==> config.mk <==
export PLATFORM = sky130hd
export DESIGN_NAME = gbc_round_stage
export DESIGN_NICKNAME = d
export VERILOG_FILES = /design/src/hw/rtl/assert_macros.svh /design/src/hw/rtl/gbc_pkg.sv /design/src/hw/rtl/gbc_round_stage.sv
export SDC_FILE = /design/constraint.sdc
export NUM_CORES = 1
export LEC_CHECK = 0
export BUFFER_PORTS_ARGS = -buffer_cell sky130_fd_sc_hd__buf_4
export CELL_PAD_IN_SITES_DETAIL_PLACEMENT = 1
export CELL_PAD_IN_SITES_GLOBAL_PLACEMENT = 1
export CORE_AREA = 2 2 358 360
export CTS_CLUSTER_DIAMETER = 50
export CTS_CLUSTER_SIZE = 20
export DETAILED_ROUTE_END_ITERATION = 10
export DIE_AREA = 0 0 360 362
export GPL_TIMING_DRIVEN = 0
export PLACE_DENSITY = 0.4
export SETUP_SLACK_MARGIN = 0.5
export SLEW_MARGIN = 20
export SYNTH_ARGS = -nofsm -noshare
export SYNTH_HDL_FRONTEND = slang
export SYNTH_SLANG_ARGS = --single-unit
==> constraint.sdc <==
create_clock -name clk -period 14.56 [get_ports clk]
set_clock_uncertainty 0.05 [all_clocks]
set_input_delay 2.184 -clock clk [delete_from_list [all_inputs] [get_ports clk]]
set_output_delay 2.184 -clock clk [all_outputs]
set_load 0.005 [all_outputs]
==> src/hw/rtl/assert_macros.svh <==
// ---------------------------------------------------------------------------
// Assertion macros
// Shared concurrent assertion forms, clocked on clk and disabled in reset.
// ---------------------------------------------------------------------------
`ifndef ASSERT_MACROS_SVH
`define ASSERT_MACROS_SVH

// same-cycle implication
`define ASSERT_SAME(label, ante, cons, msg) \
  label: assert property (@(posedge clk) disable iff (rst) (ante) |-> (cons)) \
    else $error(msg);

// next-cycle implication
`define ASSERT_NEXT(label, ante, cons, msg) \
  label: assert property (@(posedge clk) disable iff (rst) (ante) |=> (cons)) \
    else $error(msg);

`endif

==> src/hw/rtl/gbc_pkg.sv <==
`timescale 1ns / 1ps
// ---------------------------------------------------------------------------
// gbc_pkg
// Types, constants and round functions of the GOST 28147-89 ECB engine.
// ---------------------------------------------------------------------------
package gbc_pkg;

  localparam int unsigned NumRounds = 32;
  localparam int unsigned RoundW    = 5;
  localparam int unsigned RotAmt    = 11;
  localparam int unsigned NumRows   = 8;
  localparam int unsigned NumKeyReg = 4;
  localparam int unsigned AddrW     = 5;

  // request codes
  localparam logic ReqBlock = 1'b0;
  localparam logic ReqTable = 1'b1;

  // key registers as eight 32-bit words, word k at bits 32k+31:32k
  typedef logic [7:0][31:0] key_words_t;
  // S-box rows, entry i of a row at bits 4i+3:4i
  typedef logic [NumRows-1:0][63:0] sbox_rows_t;

  // one word in flight through the rounds
  typedef struct packed {
    logic        dec;
    logic [31:0] n1;
    logic [31:0] n2;
  } stage_data_t;

  // key word used in a round
  function automatic logic [2:0] key_index(input logic [RoundW-1:0] rnd, input logic dec);
    logic early;
    early = dec ? (rnd < RoundW'(8)) : (rnd < RoundW'(24));
    return early ? rnd[2:0] : ~rnd[2:0];
  endfunction

  // eight nibble substitutions, then rotate left
  function automatic logic [31:0] round_fn(input sbox_rows_t rows, input logic [31:0] s);
    logic [31:0] sub;
    logic [3:0]  nib;
    sub = '0;
    for (int n = 0; n < 8; n++) begin
      nib = s[4*n +: 4];
      sub[4*n +: 4] = rows[n][4*nib +: 4];
    end
    return {sub[31-RotAmt:0], sub[31:32-RotAmt]};
  endfunction

endpackage

==> src/hw/rtl/gbc_round_stage.sv <==
`timescale 1ns / 1ps
// ---------------------------------------------------------------------------
// gbc_round_stage
// One Feistel round followed by its pipeline register.
// ---------------------------------------------------------------------------
module gbc_round_stage (
  input  logic                         clk,
  input  logic                         rst,
  input  logic                         en,
  input  logic [gbc_pkg::RoundW-1:0]   round_idx,
  input  logic                         valid_in,
  input  gbc_pkg::stage_data_t         data_in,
  input  gbc_pkg::key_words_t          key_words,
  input  gbc_pkg::sbox_rows_t          rows,
  output logic                         valid,
  output gbc_pkg::stage_data_t         data
);

  logic [31:0]          sum;
  logic [31:0]          mix;
  gbc_pkg::stage_data_t data_next;

  // add key, substitute, rotate, fold into the other half
  always_comb begin
    sum = data_in.n1 + key_words[gbc_pkg::key_index(round_idx, data_in.dec)];
    mix = data_in.n2 ^ gbc_pkg::round_fn(rows, sum);
    data_next.dec = data_in.dec;
    if (round_idx == gbc_pkg::RoundW'(gbc_pkg::NumRounds - 1)) begin
      // last round: no swap
      data_next.n1 = data_in.n1;
      data_next.n2 = mix;
    end else begin
      data_next.n1 = mix;
      data_next.n2 = data_in.n1;
    end
  end

  // valid bit
  always_ff @(posedge clk) begin
    if (rst) begin
      valid <= 1'b0;
    end else if (en) begin
      valid <= valid_in;
    end
  end

  // payload
  always_ff @(posedge clk) begin
    if (en) begin
      data <= data_next;
    end
  end

endmodule

==> impl_metrics.ini <==
[routing]
finalWirelength_mm = 91.2
dr_wl_met2_mm = 46.6
wl_met3_mm = 6.23
first_iter_violations = 416
vias = 12000
drt_pre_antenna_iters = 5
m1WireLength_mm = 36.2
wl_per_cell_um = 26.8
route.detailed.drc = 0
final_antenna_net_count = 0
drt-vias-per-instance = 3.52
maxUsedRoutingLayer = met5

[global_routing]
antenna_found_initial = 29
track_usage_pct = 13.5
grt_pass1_vias = 13700
grt_pass1_wl_mm = 118
grt_max_degree = 67
overflow = 0

[clock_tree]
cts_sinks = 66
cts-buffers-inserted = 9
postCtsHoldBufs = 0
cts_setup_buffers = 0
cts_max_level = 3
cts_resized = 0
clk_latency_ns = 0.38
tritoncts = done
clockBufferDepth = 2
cts-root-buf = clkbuf_16
clk_pin_slew_worst_paths_ns = 0.08

[job]
maxCapViolCount = 0

[cells_and_area]
layout_commonest_cell = buf_4
drive_gt1_share_pct = 72.0
mostFrequentLayoutCells = buf_4 (909), mux4_2 (188), mux2_2 (81), edfxtp_1 (65), nand2_1 (45)
final_nets = 2600
fillers = 14800
syn_to_final_growth_pct = 89.3

[sta]
period_share_pct = 71.5
setup_viol = 0
tns_ns = 0
clock.fmax_mhz = 96.0
relSlewSlack_pct = 24.7
grt_setup_unrepaired = false
slew_violations = 0
whs_ns = 0.488
period_minus_slack_ns = 10.42
hold_viol = 0
worstMarginPinSlew_ns = 1.12

[logic_synthesis]
synth.distinct_cells = 62
syn_nets = 1675
synth_area_sq_mm = 0.0106
async_flop_share_pct = 0
syn_inst = 800
synth-main-ff-cell = edfxtp_1
synth_edf_count = 65
syn-mean-instance-area_sq_um = 13.3
seq_area_frac_synth_pct = 18.6
yosysWarnings = 0
yosys_register_bits = 66

[floorplan]
dieWidth_um = 360
rows = 131
io_pins = 908
core_area_sq_mm = 0.127
fp.dieArea_sq_mm = 0.130
initial_core_util_pct = 8.39
die-height_um = 362

[setup_path]
arrival_ns = 10.49
path_class = primary input to flop
r2r-start = valid
startpoint = data_in[64]
r2r_slack_ns = 13.90
crit_path_end_kind = flop
worstPathRequired_ns = 14.64
startpoint_type = primary input
critical_path.max_fanout = 10

[placed_design]
routabilityCongestion = 0.879
dpl.hpwl_mm = 83.3
port-buffer-count = 907

[min_path]
hold_start = valid
hold_class = flop to flop

[outcome]
status = complete, no violations

[pwr]
p_leak_uw = 0.00845
powerDensity_mw_per_mm2 = 148
ir_drop_v = 0.0000534
sequential cells by signal, indices dropped and copies added (netlist names):
name	count
data	65
valid	1
synth_stat cells (all sizes together) (2+ instances only):
master | n | area, sq um
nor2 | 31 | 133
o31a | 3 | 43.8
o21a | 3 | 22.5
a21o | 13 | 97.6
buf | 15 | 98.8
and4 | 2 | 17.5
a21oi | 43 | 219
nand2 | 45 | 169
a221o | 3 | 30.0
mux2 | 81 | 912
nand2b | 2 | 12.5
mux2i | 44 | 440
o21ai | 32 | 160
and2 | 3 | 18.8
a22oi | 5 | 37.5
nand3 | 5 | 25.0
a211oi | 5 | 42.5
xor2 | 24 | 210
a22o | 5 | 43.8
xnor2 | 44 | 419
inv | 7 | 26.3
edfxtp | 65 | 1950
a221oi | 10 | 93.8
a31o | 2 | 17.5
nand4 | 2 | 12.5
and3 | 5 | 31.3
mux4 | 199 | 4520
nor2b | 5 | 31.3
clkbuf | 36 | 139
a31oi | 3 | 18.8
nor3 | 9 | 50.1
o21bai | 3 | 22.5
ha | 32 | 400
metal layers:
metal,up-vias,GRT usage (%)
li1,5296,-
met1,6057,15.5
met2,566,24.1
met3,66,3.83
met4,2,3.77
met5,-,0.629
logic make-up after synthesis:
kind of cell | after synthesis | synth area share, %
AND/OR/NAND/NOR | 111 | 4.85
buffers and inverters | 59 | 2.58
XOR/XNOR | 68 | 5.92
multiplexers | 324 | 55.3
flip-flops | 66 | 18.6
adder cells (fa/ha/maj) | 34 | 4.05
AO/OA/AOI/OAI | 138 | 8.73
where the power goes:
group | switching [uW] | leakage [uW] | total (uW) | internal [uW]
registers | 18.0 | 0.000644 | 324 | 306
clock network | 114 | 0.000160 | 266 | 152
logic | 1260 | 0.00764 | 2390 | 1130
final cells by class:
type	count	area (sq um)	share of cell area, %
multi-input combinational	675	8490	42.2
timing repair buffer	914	6930	34.4
tap	1662	2080	10.3
sequential	66	1970	9.80
buffer	52	258	1.28
clock buffer	9	225	1.12
clock inverter	7	101	0.504
antenna	15	37.5	0.187
inverter	7	26.3	0.131
final timing paths:
| kind | endpoint | cells past startpoint |
|---|---|---|
| max | data[42] | 22 |
| min | valid | 2 |
| max reg2reg | valid | 2 |
| min reg2reg | valid | 2 |
worst max-delay path, stage by stage:
cell and delay (ns):
buf_4 0.11, maj3_1 0.51, xnor2_4 0.48, buf_8 0.22, clkbuf_1 0.77, mux4_2 0.60
mux2_2 0.31, ha_1 0.42, nand2_1 0.15, o21ai_0 0.65, a221oi_1 0.31, a31oi_1 0.66
and2_0 0.21, clkbuf_1 0.27, a21oi_1 0.14, xnor2_1 0.57, buf_2 0.38, mux4_2 0.23
mux2i_1 0.06, mux2i_1 0.61, xor2_1 0.27, mux2_2 0.33
stage by stage:
step           power (uW)  utilization, %  cells  setup slack, ns  area, sq um
6_report             2980            15.9   3407             4.14        20100
5_1_grt              3190            15.9   3401             3.70        20100
4_1_cts              3090            15.8   3392             3.77        20000
3_5_place_dp         2790            15.6   3376             3.37        19700
3_3_place_gp         2750            15.4   3369             2.06        19500
2_1_floorplan        1710               -    800             6.03        10600
(Power assumes the default switching activity.)
