==> src/hw/rtl/assert_macros.svh <==
// ---------------------------------------------------------------------------
// Assertion macros
// Shared concurrent assertion forms, clocked on clk and disabled in reset.
// ---------------------------------------------------------------------------
`ifndef ASSERT_MACROS_SVH
`define ASSERT_MACROS_SVH

// same-cycle implication
`define ASSERT_SAME(label, ante, cons, msg) \
  label: assert property (@(posedge clk) disable iff (rst) (ante) |-> (cons)) \
    else $error(msg);

// next-cycle implication
`define ASSERT_NEXT(label, ante, cons, msg) \
  label: assert property (@(posedge clk) disable iff (rst) (ante) |=> (cons)) \
    else $error(msg);

`endif

==> src/hw/rtl/gbc_pkg.sv <==
`timescale 1ns / 1ps
// ---------------------------------------------------------------------------
// gbc_pkg
// Types, constants and round functions of the GOST 28147-89 ECB engine.
// ---------------------------------------------------------------------------
package gbc_pkg;

  localparam int unsigned NumRounds = 32;
  localparam int unsigned RoundW    = 5;
  localparam int unsigned RotAmt    = 11;
  localparam int unsigned NumRows   = 8;
  localparam int unsigned NumKeyReg = 4;
  localparam int unsigned AddrW     = 5;

  // request codes
  localparam logic ReqBlock = 1'b0;
  localparam logic ReqTable = 1'b1;

  // key registers as eight 32-bit words, word k at bits 32k+31:32k
  typedef logic [7:0][31:0] key_words_t;
  // S-box rows, entry i of a row at bits 4i+3:4i
  typedef logic [NumRows-1:0][63:0] sbox_rows_t;

  // one word in flight through the rounds
  typedef struct packed {
    logic        dec;
    logic [31:0] n1;
    logic [31:0] n2;
  } stage_data_t;

  // key word used in a round
  function automatic logic [2:0] key_index(input logic [RoundW-1:0] rnd, input logic dec);
    logic early;
    early = dec ? (rnd < RoundW'(8)) : (rnd < RoundW'(24));
    return early ? rnd[2:0] : ~rnd[2:0];
  endfunction

  // eight nibble substitutions, then rotate left
  function automatic logic [31:0] round_fn(input sbox_rows_t rows, input logic [31:0] s);
    logic [31:0] sub;
    logic [3:0]  nib;
    sub = '0;
    for (int n = 0; n < 8; n++) begin
      nib = s[4*n +: 4];
      sub[4*n +: 4] = rows[n][4*nib +: 4];
    end
    return {sub[31-RotAmt:0], sub[31:32-RotAmt]};
  endfunction

endpackage

==> src/hw/rtl/gbc_key_regs.sv <==
`timescale 1ns / 1ps
// ---------------------------------------------------------------------------
// gbc_key_regs
// APB-style register port holding the four 64-bit key registers.
// ---------------------------------------------------------------------------
module gbc_key_regs (
  input  logic                        clk,
  input  logic                        rst,
  input  logic                        psel,
  input  logic                        penable,
  input  logic                        pwrite,
  input  logic [gbc_pkg::AddrW-1:0]   paddr,
  input  logic [63:0]                 pwdata,
  output logic [63:0]                 prdata,
  output logic                        pready,
  output gbc_pkg::key_words_t         key_words
);

  logic [gbc_pkg::NumKeyReg-1:0][63:0] key_reg;
  logic [1:0]                          reg_sel;

  // registers sit at 8-byte steps
  assign reg_sel = paddr[4:3];
  assign pready  = 1'b1;

  // write on the access cycle
  always_ff @(posedge clk) begin
    if (rst) begin
      key_reg <= '0;
    end else if (psel && penable && pwrite) begin
      key_reg[reg_sel] <= pwdata;
    end
  end

  assign prdata    = key_reg[reg_sel];
  assign key_words = gbc_pkg::key_words_t'(key_reg);

endmodule

==> config.mk <==
export PLATFORM = sky130hd
export DESIGN_NAME = gbc_key_regs
export DESIGN_NICKNAME = d
export VERILOG_FILES = /design/src/hw/rtl/assert_macros.svh /design/src/hw/rtl/gbc_pkg.sv /design/src/hw/rtl/gbc_key_regs.sv
export SDC_FILE = /design/constraint.sdc
export NUM_CORES = 1
export LEC_CHECK = 0
export ABC_AREA = 1
export BUFFER_PORTS_ARGS = -buffer_cell sky130_fd_sc_hd__buf_2
export CAP_MARGIN = 20
export CORE_MARGIN = 2
export CORE_UTILIZATION = 50
export CTS_CLUSTER_DIAMETER = 60
export DETAILED_ROUTE_END_ITERATION = 6
export GPL_TIMING_DRIVEN = 0
export HOLD_SLACK_MARGIN = 0.15
export PLACE_DENSITY_LB_ADDON = 0.3
export SYNTH_ARGS = -nofsm -noshare
export SYNTH_HDL_FRONTEND = slang
export SYNTH_SLANG_ARGS = --single-unit
==> constraint.sdc <==
create_clock -name clk -period 1.1 [get_ports clk]
set_input_delay 0.11 -clock clk [delete_from_list [all_inputs] [get_ports clk]]
set_output_delay 0.11 -clock clk [all_outputs]
set_load 0.02 [all_outputs]
==> results of run 1 <==
repair_timing:
action	4_1_cts
gates resized for setup	920
hold buffers	69
pin swaps	52
setup buffers	74
setup endpoints to repair	342
hold endpoints to repair	256
synth_stat cells:
cell type  instances  area [µm²]
buf_1              1       3.750
buf_2             52       260.3
buf_4             37       277.8
buf_6             24       270.3
clkbuf_1          23       86.33
conb_1             1       3.750
dfxtp_1          256        5125
inv_1             69       259.0
nand2_1          517        1941
nand3_1          256        1281
nand3_4            1       17.52
nand4_1           64       400.4
nor2_1           515        1933
nor2_4             5       56.30
stage by stage:
| stage | worst slack (ns) | TNS [ns] | std cells |
|---|---|---|---|
| after CTS | -0.3046 | -26.47 | 2722 |
| after detailed placement | -0.6783 | -140.45 | 2530 |
| after global placement | -0.6484 | -130.67 | 2530 |
| after floorplan | 0.06287 | 0 | 1821 |
logic make-up after synthesis:
kind of cell,Yosys count
AND/OR/NAND/NOR,1358
other,1
flip-flops,256
buffers and inverters,206
per-layer routing:
| metal | track usage [%] | overflow |
|---|---|---|
| met5 | 53.62 | 2 |
| met4 | 67.57 | 6 |
| met3 | 67.42 | 5 |
| met2 | 88.53 | 3 |
| met1 | 74.50 | 0 |
==> summary.txt, run 1 <==
Yosys
  – Cell variety after synth: 14
  – Yosys warns: 0
  – Syn_nets: 1,895
  – Post-synthesis xor/xnor area fraction: 0%
  – Cells after synthesis: 1,821
  – Syn Area/Cell: 6.543 µm²
  – Synth Area in Compound Gates: 0%
  – Post-synthesis mux area share: 0%
  – Synthesized flop and latch total: 256
  – Mapped cell area: 11,920 µm²
  – Simple-gate area share of the yosys netlist: 47.24%
  – Adder-cell share of the synthesized area: 0%
  – Largest family of logic cells by synthesized area: simple AND/OR/NAND/NOR gates
  – Sequential fraction of the synthesis area: 43.01%

Floorplanning
  – Ports: 395
  – Rows: 56
  – Die width: 158.4 µm
  – Die Span Y: 158.4 µm
  – Starting Density: 50.91%

Clock network
  – Max Root-Sink Buffers: 3
  – Root buf cell: clkbuf_16
  – Clock sinks: 256
  – Num CTS Buffers: 27
  – H-Tree Depth: 1

STA
  – Grt repair worst endpoint: prdata[1]
  – Worst EP kind: primary output

Global routing
  – Largest net degree at the start of global routing: 15
  – GRT Residual Overflow: 16
  – GRT Resource Usage Total: 75.41%

Outcome
  – Run status: aborted with a tool error
  – Stop stage: global routing (5_1_grt)
  – First Error: [ERROR GRT-0232] Routing congestion too high. Check the congestion heatmap in the GUI.

Placement
  – Port bufs: 390
  – DP Area: 14,270 µm²
  – Placer congestion estimate: 0.8811
  – Dpl hpwl: 32,210 µm
==> inputs of run 2 (changes only) <==
Settings changed: CORE_UTILIZATION 50 to 35, CTS_CLUSTER_DIAMETER 60 to not set, HOLD_SLACK_MARGIN 0.15 to not set, PLACE_DENSITY_LB_ADDON 0.3 to 0.15.
==> summary.txt, run 2 <==
Final layout
  – Final core occ: 61.06%
  – Post-route cell area: 20,470 µm²
  – Commonest non-fill, non-tap cell in the layout: nor2_1
  – Final cell count without fillers: 2,941
  – Ratio of cells with drive above 1 in the final layout: 41.97%
  – Area grow syn2layout: 71.83%
  – Largest register FFs: 256
  – Most frequent cells in the layout: 512 x nor2_1, 457 x nand2_1, 444 x buf_6, 256 x nand3_1, 189 x dfxtp_2
  – Nets: 2,546

Yosys
  – Async S/R FF share, synth: 0% (unchanged)
  – Syn_nets: 1,895 (unchanged)
  – Number of synthesized flops with an enable pin: 0 (unchanged)
  – Syn Area/Cell: 6.543 µm² (unchanged)
  – Yosys top cell area share: 43.01% (unchanged)
  – Post-synthesis mux area share: 0% (unchanged)
  – Mapped cell area: 11,920 µm² (unchanged)
  – Synthesized flop and latch total: 256 (unchanged)
  – Post-synthesis xor/xnor area fraction: 0% (unchanged)
  – Cells after synthesis: 1,821 (unchanged)
  – Cell variety after synth: 14 (unchanged)
  – Synth Area in Compound Gates: 0% (unchanged)
  – Synth top cells by count: 517 x nand2_1, 515 x nor2_1, 256 x dfxtp_1, 256 x nand3_1, 69 x inv_1
  – Simple-gate area share of the yosys netlist: 47.24% (unchanged)
  – Largest family of logic cells by synthesized area: simple AND/OR/NAND/NOR gates
  – Top_reg_cell synth: dfxtp_1
  – Top cells by area in the synthesized netlist: dfxtp_1 43%, nand2_1 16%, nor2_1 16%
  – Yosys warns: 0 (unchanged)
  – Synth area leader: dfxtp_1
  – Adder-cell share of the synthesized area: 0% (unchanged)
  – Sequential fraction of the synthesis area: 43.01% (unchanged)
  – Most common cell in the netlist: nand2_1

Worst setup path
  – Required @ worst endpoint: 0.99 ns
  – Crit-path cells: nand2_2 -> nand4_1 -> buf_4
  – Max FO, Critical Path: 2
  – Worst setup path startpoint: key_words[50]
  – CP peak stage delay: 0.35 ns
  – Crit path launch type: flip-flop
  – R2R Setup Slk: 0.19 ns
  – Worst setup endpoint: prdata[50]
  – Critical path type: reg2out
  – FF-to-FF End: key_words[165]
  – R2R depth: 5
  – RR Startpoint: key_words[165]
  – Setup crit end kind: output port
  – Arr. time, crit path: 1.32 ns
  – Slowest CP cell: dfxtp_4

Outcome
  – Violated checks: setup timing
  – Run status: complete, but fails checks

Power and ir drop
  – Peak VDD IR: 1285 µV
  – Power Density: 1102 nW/µm²
  – Leakage: 9.408 nW

Drt
  – Post-DRT Antenna Nets: 0
  – Total number of vias: 14,888
  – Drt pass-1 iters: 7
  – Routed WL per cell: 18.90 µm
  – Initial DRC Count: 944
  – Remaining DRCs: 0
  – Routed WL: 55,580 µm
  – Via-to-Cell Ratio: 5.062

STA
  – # setup viols final: 320
  – Clk_skew: 0 ns
  – Fin. Hold Viols: 0
  – Pins over their slew limit: 0
  – Peak Freq: 700.1 MHz
  – Fin Setup TNS: -37.19 ns
  – Slew headroom: 53.46%
  – Final period utilization: 129.8%
  – Final min period: 1.428 ns
  – PnR worst setup slack: -0.3283 ns
  – Slew @ Worst Pin: 0.6980 ns
  – RSZ-0062 raised after global routing: yes
  – Hold_ws: 0.1246 ns

Clock network
  – Max Root-Sink Buffers: 3 (unchanged)
  – Clock latency on the worst-skew pair: 0.55 ns
  – Clock-pin slew on the worst setup and hold paths: 0.06 ns
  – Clock sinks: 256 (unchanged)
  – Num CTS Buffers: 28 (+3.7%)
  – TritonCTS clock tree: done
  – H-Tree Depth: 1 (unchanged)
  – Root buf cell: clkbuf_16

Floorplanning
  – Die Span Y: 188.5 µm (+19%)
  – Ports: 395 (unchanged)
  – Starting Density: 35.53% (-15 points)
  – Rows: 67 (+20%)
  – CORE AREA: 33,530 µm²
  – Die area: 35,540 µm²
  – Die width: 188.5 µm (+19%)

Global routing
  – Number of global-route vias before repair: 13,306
  – Initial antenna violation count: 1
  – GRT Residual Overflow: 0
  – Largest net degree at the start of global routing: 14
  – First-pass GRT wire length: 77,740 µm
  – GRT Resource Usage Total: 28.01%

Placement
  – DP Area: 14,430 µm² (+1.1%)
  – Placer congestion estimate: 0.8252 (-6.3%)
  – Port bufs: 390 (unchanged)
  – Dpl hpwl: 34,730 µm (+7.8%)
  – DP Cell Count: 2,659 (+5.1%)

Flow run
  – Maxcap violations: 0

Worst hold path
  – HP Class: in2reg
==> run 2: critical path: cells and delay by family (launching register included) <==
family                 cells  cell delay (ns)
buffers and inverters      1             0.21
DFF                        1             0.35
and+or+nand+nor            2             0.22
==> run 2: layout make-up <==
| class | instances | area [µm²] |
|---|---|---|
| clock buffers | 43 | 828.3 |
| fillers | 2950 | 13060 |
| repair buffers | 621 | 6167 |
| diodes | 1 | 2.502 |
| well taps | 448 | 560.5 |
| flip-flops and latches | 256 | 5613 |
| plain buffers | 137 | 1180 |
| inverters | 69 | 259.0 |
| multi-input cells | 1359 | 5801 |
| clock inverters | 7 | 62.56 |
==> run 2: metrics by stage <==
stage | power (mW) | setup slack [ns]
3_5_place_dp | 12.47 | -0.7983
3_3_place_gp | 12.45 | -0.8483
5_1_grt | 23.23 | -0.3655
4_1_cts | 22.26 | -0.3260
6_report | 22.55 | -0.3283
2_1_floorplan | 11.42 | 0.06287
==> run 2: cells by family after synthesis <==
| group | after synthesis |
|---|---|
| other cells | 1 |
| flops | 256 |
| simple gates | 1358 |
| buf+inv | 206 |
==> run 2: worst min-delay path by stage <==
stage | cells after the start | from | endpoint | slack, ns
4_1_cts | 5 | paddr[4] | key_words[130] | 0.08
5_1_grt | 5 | paddr[4] | key_words[194] | 0.13
3_5_place_dp | 5 | pwdata[14] | key_words[14] | 0.48
3_3_place_gp | 5 | pwdata[36] | key_words[228] | 0.47
6_report | 5 | paddr[4] | key_words[255] | 0.12
2_1_floorplan | 4 | pwdata[63] | key_words[127] | 0.37
==> run 2: per-layer routing <==
layer	up-vias	share of wire [%]	wire [µm]	GRT usage, %
met5	-	0	0	0
met3	134	6.7	3731	3.837
met4	0	3.3	1824	9.285
met1	7048	41	22980	36.38
li1	7012	-	-	-
met2	694	49	27040	47.85
==> run 2: repair_timing <==
item	CTS	global route
gates resized for setup	875	336
setup buffers	33	136
setup endpoints to repair	410	320
hold endpoints to repair	256	0
pin swaps	26	86
hold buffers	64	0
gates cloned	0	2
==> run 2: power by group <==
part	total, mW	internal (mW)	switching, mW
Clock	9.34	5.38	3.96
Sequential	9.61	9.38	0.230
Combinational	3.60	1.54	2.06
No activity file was read; power rests on OpenSTA's default activity.
