## src/hw/rtl/assert_macros.svh

```systemverilog
// ---------------------------------------------------------------------------
// Assertion macros
// Shared concurrent assertion forms, clocked on clk and disabled in reset.
// ---------------------------------------------------------------------------
`ifndef ASSERT_MACROS_SVH
`define ASSERT_MACROS_SVH

// same-cycle implication
`define ASSERT_SAME(label, ante, cons, msg) \
  label: assert property (@(posedge clk) disable iff (rst) (ante) |-> (cons)) \
    else $error(msg);

// next-cycle implication
`define ASSERT_NEXT(label, ante, cons, msg) \
  label: assert property (@(posedge clk) disable iff (rst) (ante) |=> (cons)) \
    else $error(msg);

`endif

```

## src/hw/rtl/gbc_pkg.sv

```systemverilog
`timescale 1ns / 1ps
// ---------------------------------------------------------------------------
// gbc_pkg
// Types, constants and round functions of the GOST 28147-89 ECB engine.
// ---------------------------------------------------------------------------
package gbc_pkg;

  localparam int unsigned NumRounds = 32;
  localparam int unsigned RoundW    = 5;
  localparam int unsigned RotAmt    = 11;
  localparam int unsigned NumRows   = 8;
  localparam int unsigned NumKeyReg = 4;
  localparam int unsigned AddrW     = 5;

  // request codes
  localparam logic ReqBlock = 1'b0;
  localparam logic ReqTable = 1'b1;

  // key registers as eight 32-bit words, word k at bits 32k+31:32k
  typedef logic [7:0][31:0] key_words_t;
  // S-box rows, entry i of a row at bits 4i+3:4i
  typedef logic [NumRows-1:0][63:0] sbox_rows_t;

  // one word in flight through the rounds
  typedef struct packed {
    logic        dec;
    logic [31:0] n1;
    logic [31:0] n2;
  } stage_data_t;

  // key word used in a round
  function automatic logic [2:0] key_index(input logic [RoundW-1:0] rnd, input logic dec);
    logic early;
    early = dec ? (rnd < RoundW'(8)) : (rnd < RoundW'(24));
    return early ? rnd[2:0] : ~rnd[2:0];
  endfunction

  // eight nibble substitutions, then rotate left
  function automatic logic [31:0] round_fn(input sbox_rows_t rows, input logic [31:0] s);
    logic [31:0] sub;
    logic [3:0]  nib;
    sub = '0;
    for (int n = 0; n < 8; n++) begin
      nib = s[4*n +: 4];
      sub[4*n +: 4] = rows[n][4*nib +: 4];
    end
    return {sub[31-RotAmt:0], sub[31:32-RotAmt]};
  endfunction

endpackage

```

## src/hw/rtl/gbc_sbox_store.sv

```systemverilog
`timescale 1ns / 1ps
// ---------------------------------------------------------------------------
// gbc_sbox_store
// Eight S-box rows, loaded one row per table-write word.
// ---------------------------------------------------------------------------
module gbc_sbox_store (
  input  logic                clk,
  input  logic                wr_en,
  input  logic [2:0]          wr_row,
  input  logic [63:0]         wr_data,
  output gbc_pkg::sbox_rows_t rows
);

  gbc_pkg::sbox_rows_t row_q;

  // contents undefined until loaded
  always_ff @(posedge clk) begin
    if (wr_en) begin
      row_q[wr_row] <= wr_data;
    end
  end

  assign rows = row_q;

endmodule

```

## config.mk

```make
export PLATFORM = sky130hd
export DESIGN_NAME = gbc_sbox_store
export DESIGN_NICKNAME = d
export VERILOG_FILES = /design/src/hw/rtl/assert_macros.svh /design/src/hw/rtl/gbc_pkg.sv /design/src/hw/rtl/gbc_sbox_store.sv
export SDC_FILE = /design/constraint.sdc
export NUM_CORES = 1
export LEC_CHECK = 0
export BUFFER_PORTS_ARGS = -buffer_cell sky130_fd_sc_hd__buf_2
export CAP_MARGIN = 10
export CORE_AREA = 2 2 226 228
export CTS_BUF_LIST = sky130_fd_sc_hd__clkbuf_8
export DETAILED_ROUTE_END_ITERATION = 7
export DIE_AREA = 0 0 228 230
export PLACE_DENSITY = 0.61
export SKIP_LAST_GASP = 1
export SLEW_MARGIN = 20
export SYNTH_ARGS = -nofsm -noshare
export SYNTH_HDL_FRONTEND = slang
export SYNTH_SLANG_ARGS = --single-unit
```

## constraint.sdc

```tcl
create_clock -name clk -period 11 [get_ports clk]
set_input_delay 1.1 -clock clk [delete_from_list [all_inputs] [get_ports clk]]
set_output_delay 1.1 -clock clk [all_outputs]
set_load 0.03 [all_outputs]
```

==> results of run 1 <==
## through the flow
stage	instances	setup slack, ns	total power (uW)
finish	1918	8.60	3920
global route	1918	8.55	4060
CTS	1915	8.54	3980
detailed placement	1779	7.90	2520
global placement	1779	7.96	2510
floorplan	520	5.77	2400
## critical path: stages
cell	delay [ns]
buf_2	0.15
and4b_4	0.76
buf_4	0.59
## kinds of logic (layout without fill, tap and decap cells)
kind of cell	after synthesis	count (layout)	synth area share, %
flip-flops	512	512	99.4
AND/OR/NAND/NOR	8	8	0.623
buffers and inverters	0	725	0
other	0	1	0
## layout by cell type (no fill, tap or decap)
master	instances
buf_4	7
edfxtp_1	512
buf_16	1
clkinv_1	15
and4_4	1
clkinv_2	5
nor4b_4	1
bufinv_16	2
and4b_4	3
inv_1	25
clkbuf_8	83
diode_2	1
and4bb_4	3
buf_12	1
inv_6	4
buf_2	580
clkinvlp_4	2
## worst min-delay path by stage
| stage | end | slack (ns) | depth (start not counted) |
|---|---|---|---|
| CTS | rows[447] | 0.63 | 1 |
| floorplan | rows[0] | 1.20 | 0 |
| global placement | rows[414] | 1.37 | 1 |
| global route | rows[447] | 0.68 | 1 |
| detailed placement | rows[191] | 1.38 | 1 |
| finish | rows[447] | 0.74 | 1 |
## power by group
group	internal [uW]	switching, uW	total, uW
clock network	746	697	1440
registers	2210	14.1	2230
logic	49.1	196	245
## cell type report
type                            instances  area, um2  share of cell area [%]
Sequential cell                       512      15400                    74.0
Timing Repair Buffer                  589       3000                    14.5
Clock inverter                         53        285                    1.37
Clock buffer                           83       1140                    5.50
Antenna cell                            1       2.50                  0.0120
Tap cell                              672        841                    4.05
Multi-Input combinational cell          8        125                   0.602
## metal layers
| metal | part of all wire, % | vias up | GRT usage, % |
|---|---|---|---|
| met5 | 0.028 | - | 0 |
| met4 | 2.4 | 2 | 6.50 |
| met3 | 8.1 | 51 | 4.68 |
| met2 | 52 | 411 | 24.8 |
| met1 | 37 | 4053 | 16.4 |
| li1 | - | 3502 | - |
## Yosys cell counts, drive strengths merged
| cell type | n | area, um2 |
|---|---|---|
| and4 | 1 | 10.0 |
| nor4b | 1 | 15.0 |
| edfxtp | 512 | 15400 |
| and4bb | 3 | 37.5 |
| and4b | 3 | 33.8 |
==> flow_summary_export.csv, run 1 <==
group,metric,value,unit
global_routing,grt_util_all_layers,14.4,%
clocking,clk_pin_slew_worst_paths,0.06,ns
clocking,cts_made_buffers,81,
clocking,cts_resized,0,
cells_and_area,synthToLayoutAreaGrowth,34.3,%
outcome,status,"finished clean",
route,drtAntennaViolNets,0,
worst_setup_path,crit_fanout,34,
floorplan,die_h,230,um
worst_setup_path,cp.required,11.25,ns
clocking,cts_root_buf,"clkbuf_8",
clocking,cts_tree,"done",
cells_and_area,largest_reg_flops,512,
synthesis,synth.cell_area,0.0155,mm2
synthesis,ys.warnings.count,0,
synthesis,ys_types,5,
worst_setup_path,crit_type,"input pin to flip-flop",
timing,fin_tns_setup,0,ns
cells_and_area,finalInstanceArea,0.0208,mm2
route,drc,0,
route,wl,39.0,mm
floorplan,dieArea,0.0524,mm2
worst_setup_path,cp-end-kind,"flip-flop",
floorplan,initial_utilization,31.0,%
clocking,cts_sinks,512,
placed_design,io_buffers,580,
floorplan,die_x,228,um
timing,rsz0062_at_grt,"false",
power_and_ir_drop,power_density,189,mW/mm2
global_routing,grt_first_pass_wirelength,54.9,mm
global_routing,grt.overflow.total,0,
synthesis,synth_seq_area_share,99.4,%
placed_design,place_congestion,0.787,
power_and_ir_drop,power_leakage,0.00785,uW
placed_design,placed_cell_area,0.0193,mm2
timing,fmax,417,MHz
synthesis,synth_nets,589,
worst_hold_path,min_from,"wr_data[63]",
timing,worstMarginPinSlew,1.13,ns
timing,fin_crit,2.40,ns
global_routing,antenna_found_initial,3,
floorplan,io_pins,581,
floorplan,num_rows,82,
cells_and_area,fin_util,41.7,%
synthesis,syn-mean-instance-area,29.8,um2
clocking,clockBufferDepth,3,
worst_setup_path,crit_end,"rows[220]",
route,drtIter0Drc,403,
worst_hold_path,hp-class,"input pin to flip-flop",
timing,post-route-period-util,21.8,%
clocking,h-tree-depth,3,
route,routed_via_density,4.18,
clocking,cts-hold-fix-buffers,0,
clocking,cts_setup_buffers,0,
route,num_vias,8019,
route,wire_per_inst,20.3,um
cells_and_area,fillers,4441,
cells_and_area,layout.nets,1261,
worst_setup_path,start_kind,"input pin",
worst_setup_path,worstSetupStartpoint,"wr_row[2]",
timing,setup_viol,0,
power_and_ir_drop,peakVddDrop,0.119,mV
cells_and_area,drive_gt1_share,55.7,%
global_routing,grt_pass1_vias,8285,
route,firstDrtPassIters,4,
placed_design,hpwl,24.2,mm
timing,relSlewSlack,24.4,%
synthesis,ys_seq_elements,512,
worst_setup_path,worstPathArrival,2.65,ns
global_routing,grt_max_degree,65,
synthesis,postSynthCellCount,520,
timing,maxSlewViolCount,0,
timing,holdWs,0.738,ns
run,max-cap-violations,0,
timing,hold_viol_final,0,
floorplan,coreArea,0.0499,mm2
(Power assumes the default switching activity.)
==> inputs of run 2 (changes only) <==
ABC_AREA = 1   (was default)
CORE_AREA = 2 2 229 231   (was 2 2 226 228)
DIE_AREA = 0 0 231 233   (was 0 0 228 230)
clock period = 2.2 ns   (was 11 ns; I/O delays follow)
==> run 2 against run 1 <==
Compared with the run above:
- area after synthesis decreased by 0.21%
- non-clock buffer count is 65 higher
- clock-buffer cell count increased by 1
- design area increased by 3.9%
- cell count up 4.4%
- core utilization rose by 0.60 points
- synthesized cell count grew 1.7%
- flip-flop and latch count did not move
- critical endpoint is now rows[258]
- largest cell class unchanged
- largest power group unchanged
- highest routed layer is now met4
==> flow_summary_export.csv, run 2 <==
group,metric,value,unit
outcome,status,"finished clean",
clocking,cts_root_buf,"clkbuf_8",
worst_setup_path,crit_type,"flip-flop to primary output",
worst_setup_path,cpPeakStageDelay,0.42,ns
worst_setup_path,cp-end-kind,"primary output",
synthesis,synthArstFlopShare,0,%
floorplan,die_h,233,um
timing,relSlewSlack,66.4,%
placed_design,placed_cell_area,0.0194,mm2
synthesis,synth.top_cells.by_area,"edfxtp_1 (100%), nor2_1 (0.19%), nand2_1 (0.15%)",
run,max-cap-violations,0,
global_routing,use_met2,23.0,%
worst_setup_path,worstPathArrival,1.24,ns
global_routing,antenna_found_initial,2,
clocking,cts_sinks,512,
clocking,cts_tree,"done",
route,firstDrtPassIters,4,
cells_and_area,largest_reg_flops,512,
synthesis,yosysTopAreaCellShare,99.6,%
global_routing,grt_pass1_vias,8390,
timing,rsz0062_at_grt,"false",
cells_and_area,finalInstanceArea,0.0216,mm2
global_routing,grt_first_pass_wirelength,54.2,mm
floorplan,initial_utilization,30.2,%
route,drtAntennaViolNets,0,
worst_setup_path,cp_cell_sequence,"buf_2",
timing,post-route-period-util,66.2,%
synthesis,postSynthCellCount,529,
route,drtIter0Drc,460,
synthesis,ys_seq_elements,512,
clocking,cts_made_buffers,81,
worst_hold_path,hp-class,"input pin to flip-flop",
worst_setup_path,crit_fanout,1,
route,wl,38.9,mm
cells_and_area,layout_commonest_cell,"buf_2",
timing,setup_viol,0,
synthesis,ys_types,4,
timing,worstMarginPinSlew,0.505,ns
placed_design,hpwl,24.5,mm
synthesis,synth_ff_type,"edfxtp_1",
floorplan,coreArea,0.0511,mm2
global_routing,top_usage_layer,"met2",
synthesis,synth_common_cells,"edfxtp_1 (512), nor2_1 (8), nand2_1 (6)",
synthesis,synth_edf_count,512,
timing,fmax,687,MHz
placed_design,io_buffers,580,
worst_setup_path,cp.required,1.98,ns
placed_design,place_congestion,0.762,
floorplan,die_x,231,um
floorplan,num_rows,83,
worst_setup_path,critical_path_buf_inv_count,1,
global_routing,met3_usage,5.07,%
synthesis,synth.most_common_cell,"edfxtp_1",
synthesis,post-synth-top-area-cell,"edfxtp_1",
timing,hold_viol_final,0,
cells_and_area,layout.nets,1335,
power_and_ir_drop,power,20000,uW
worst_setup_path,cp_slowest_cell,"edfxtp_1",
synthesis,ys.warnings.count,0,
worst_setup_path,crit_cells,1,
route,num_vias,8288,
global_routing,grt.overflow.total,0,
floorplan,dieArea,0.0538,mm2
worst_hold_path,holdPathStages,4,
route,drc,0,
global_routing,grt_util_met1,15.5,%
clocking,h-tree-depth,3,
timing,fin_crit,1.46,ns
floorplan,io_pins,581,
worst_setup_path,start_kind,"flip-flop",
timing,fin_tns_setup,0,ns
cells_and_area,drive_gt1_share,52.5,%
clocking,clk_pin_slew_worst_paths,0.06,ns
power_and_ir_drop,peakVddDrop,0.760,mV
cells_and_area,synthToLayoutAreaGrowth,39.9,%
worst_setup_path,crit_family,"flip-flops",
route,wire_per_inst,19.4,um
synthesis,syn-mean-instance-area,29.2,um2
timing,maxSlewViolCount,0,
power_and_ir_drop,power_density,927,mW/mm2
clocking,clockBufferDepth,3,
global_routing,grt_util_all_layers,13.8,%
route,routed_via_density,4.14,
synthesis,synth_seq_area_share,99.6,%
synthesis,synth_nets,598,
global_routing,grt_max_degree,65,
synthesis,synth.cell_area,0.0154,mm2
cells_and_area,mostFrequentLayoutCells,"buf_2 (580), edfxtp_1 (512), clkbuf_8 (84)",
power_and_ir_drop,power_leakage,0.00817,uW
## run 2: cell count changes in the layout (fill, tap and decap cells not counted), moves of 6 or more
cell           delta
dlygate4sd3_1    +64
buf_4             -6
buf_12            +8
nor2_4            +8
nand2_1           +6
## run 2: report_power, final
part	internal (uW)	total [uW]	switching, uW
clock network	4100	7540	3440
registers	11100	11100	70.1
logic	325	1330	1000
total	15500	20000	4510
## run 2: metal layers
metal  wire length, um  up-vias
met5                 0        -
met4              1190        0
met3              3640       72
met2             19800      439
met1             14300     4136
li1                  -     3641
## run 2: logic make-up after synthesis
group / Yosys count / share of synthesized area [%]
buffers and inverters: 3 / 0.0729
flip-flops: 512 / 99.6
AND/OR/NAND/NOR: 14 / 0.340
## run 2: area by class of cell
| class | instances | area, um2 |
|---|---|---|
| diodes | 1 | 2.50 |
| clock buffers | 84 | 1160 |
| clock inverters | 54 | 354 |
| fillers | 4510 | 29500 |
| inverters | 3 | 11.3 |
| multi-input cells | 14 | 113 |
| flip-flops and latches | 512 | 15400 |
| well taps | 680 | 851 |
| repair buffers | 654 | 3730 |
## run 2: path summary, 6_finish.rpt
| path | slack [ns] | startpoint | to |
|---|---|---|---|
| setup / recovery | 0.74 | rows[258] | rows[258] |
| hold / removal | 0.30 | wr_row[2] | rows[338] |
## run 2: what timing repair did
item,CTS,global route
hold endpoints to repair,512,0
setup buffers,0,0
hold buffers,64,0
resized for setup,0,0
## run 2: stage by stage
stage / setup WS (ns) / instances / hold WS [ns] / util, %
floorplan: -0.300 / 529 / 0.319 / -
global placement: 0.562 / 1799 / 0.492 / 38.0
detailed placement: 0.524 / 1799 / 0.492 / 38.0
CTS: 0.636 / 2001 / 0.232 / 42.3
global route: 0.654 / 2002 / 0.266 / 42.3
finish: 0.744 / 2002 / 0.304 / 42.3
==> inputs of run 3 (changes only) <==
CORE_AREA = 2 2 226 228   (was 2 2 229 231)
DIE_AREA = 0 0 228 230   (was 0 0 231 233)
clock period = 1.47 ns   (was 2.2 ns; I/O delays follow)
==> run 3 against run 2 <==
Compared with the run above:
- clock power increased by 46%
- sequential share of layout area is 0.85 points lower
- flip-flop and latch count unchanged
- worst hold slack lost 0.12 ns
- critical path depth unchanged
- sequential power rose by 50%
- non-clock buffer count grew 6
- combinational power is 56% higher
- core utilization increased by 1.6 points
- global-route usage grew 1.0 points
- critical path type unchanged
==> flow_summary_export.csv, run 3 (same netlist as run 2, synthesis figures left out) <==
group,metric,value,unit
worst_hold_path,holdPathStages,4,
route,firstDrtPassIters,7,
worst_setup_path,cp_cell_sequence,"buf_6",
cells_and_area,finalInstanceArea,0.0219,mm2
cells_and_area,mostFrequentLayoutCells,"buf_2 (573), edfxtp_1 (512), clkbuf_8 (84)",
timing,setup_viol,0,
route,num_vias,8340,
route,routed_via_density,4.16,
timing,worstMarginPinSlew,0.320,ns
cells_and_area,layout.nets,1342,
timing,maxSlewViolCount,0,
power_and_ir_drop,power,29700,uW
placed_design,place_congestion,0.789,
cells_and_area,fillers,4371,
clocking,clk_pin_slew_worst_paths,0.07,ns
power_and_ir_drop,peakVddDrop,0.865,mV
route,wire_per_inst,20.1,um
floorplan,coreArea,0.0499,mm2
route,drtIter0Drc,428,
timing,holdWs,0.189,ns
run,max-cap-violations,0,
timing,hold_viol_final,0,
cells_and_area,regArea,0.0154,mm2
timing,fin_crit,1.39,ns
cells_and_area,drive_gt1_share,53.2,%
floorplan,initial_utilization,31.0,%
power_and_ir_drop,power_density,1360,mW/mm2
timing,post-route-period-util,94.9,%
global_routing,grt_pass1_vias,8684,
worst_setup_path,crit_type,"flip-flop to primary output",
worst_setup_path,worstPathArrival,1.25,ns
power_and_ir_drop,seq_power_share,56.1,%
clocking,clockBufferDepth,3,
placed_design,placed_cell_area,0.0197,mm2
worst_hold_path,hp-class,"input pin to flip-flop",
clocking,cts_sinks,512,
clocking,cts_made_buffers,82,
power_and_ir_drop,power_leakage,0.00827,uW
route,drtAntennaViolNets,0,
floorplan,io_pins,581,
worst_setup_path,crit_fanout,1,
floorplan,dieArea,0.0524,mm2
floorplan,num_rows,82,
global_routing,grt_util_all_layers,14.9,%
clocking,cts_tree,"done",
global_routing,antenna_found_initial,1,
clocking,cts_root_buf,"clkbuf_8",
worst_setup_path,crit_cells,1,
clocking,cts_setup_buffers,0,
global_routing,grt_max_degree,39,
worst_setup_path,cp.required,1.32,ns
route,drc,0,
route,wl,40.2,mm
floorplan,die_h,230,um
timing,fmax,717,MHz
placed_design,io_buffers,580,
clocking,h-tree-depth,3,
power_and_ir_drop,p_int,22900,uW
cells_and_area,layout_commonest_cell,"buf_2",
timing,rsz0062_at_grt,"false",
cells_and_area,synthToLayoutAreaGrowth,41.6,%
global_routing,grt_first_pass_wirelength,57.2,mm
worst_setup_path,crit_family,"flip-flops",
timing,relSlewSlack,78.7,%
power_and_ir_drop,p_clk_share,37.0,%
cells_and_area,multi_input_area,196,um2
cells_and_area,largest_reg_flops,512,
global_routing,grt.overflow.total,0,
power_and_ir_drop,sw_frac_of_total,23.0,%
floorplan,die_x,228,um
placed_design,hpwl,26.7,mm
worst_setup_path,cp_slowest_cell,"edfxtp_1",
power_and_ir_drop,p_sw,6840,uW
outcome,status,"finished clean",
worst_setup_path,cpPeakStageDelay,0.44,ns
worst_setup_path,start_kind,"flip-flop",
worst_setup_path,cp-end-kind,"primary output",
power_and_ir_drop,pwr-share-comb,6.9,%
worst_setup_path,critical_path_buf_inv_count,1,
==> run 3: metrics by stage <==
stage | worst slack [ns] | util, % | TNS (ns) | std cells
after floorplan | -0.163 | - | -76.66 | 529
after global placement | 0.0985 | 39.5 | 0 | 1797
after detailed placement | 0.0830 | 39.5 | 0 | 1797
after CTS | -0.0219 | 43.8 | -0.0219 | 2002
after global routing | 0.00433 | 43.8 | 0 | 2003
final | 0.0756 | 43.8 | 0 | 2004
==> run 3: path summary, 6_finish.rpt <==
check / from / to / slack (ns)
max: rows[322] / rows[322] / 0.08
min: wr_en / rows[494] / 0.19
==> run 3: final cells by class <==
cell class,count,area share [%]
clock buffer,84,5.29
antenna,2,0.0229
multi-input combinational,14,0.899
inverter,3,0.275
clock inverter,57,1.45
timing repair buffer,660,17.9
sequential,512,70.3
tap,672,3.85
==> run 3: power groups by stage <==
stage                     Clock [uW]  Combinational (uW)  Sequential [uW]
after floorplan                    0                 148            17900
after global placement             0                1930            17000
after detailed placement           0                1950            17000
after CTS                      11400                2090            16700
after global routing           12000                2160            16700
final                          11000                2070            16700
==> run 3: what timing repair did <==
item	4_1_cts	5_1_grt
pin swaps	0	0
hold endpoints to repair	512	0
resized for setup	12	1
endpoints found under the setup margin	7	1
hold buffers	64	0
cloned	0	0
==> run 3: per-layer routing <==
metal	GRT usage, %	part of all wire [%]
met1	17.2	38
met2	24.8	51
met3	5.22	8.4
met4	6.96	2.7
met5	0	0
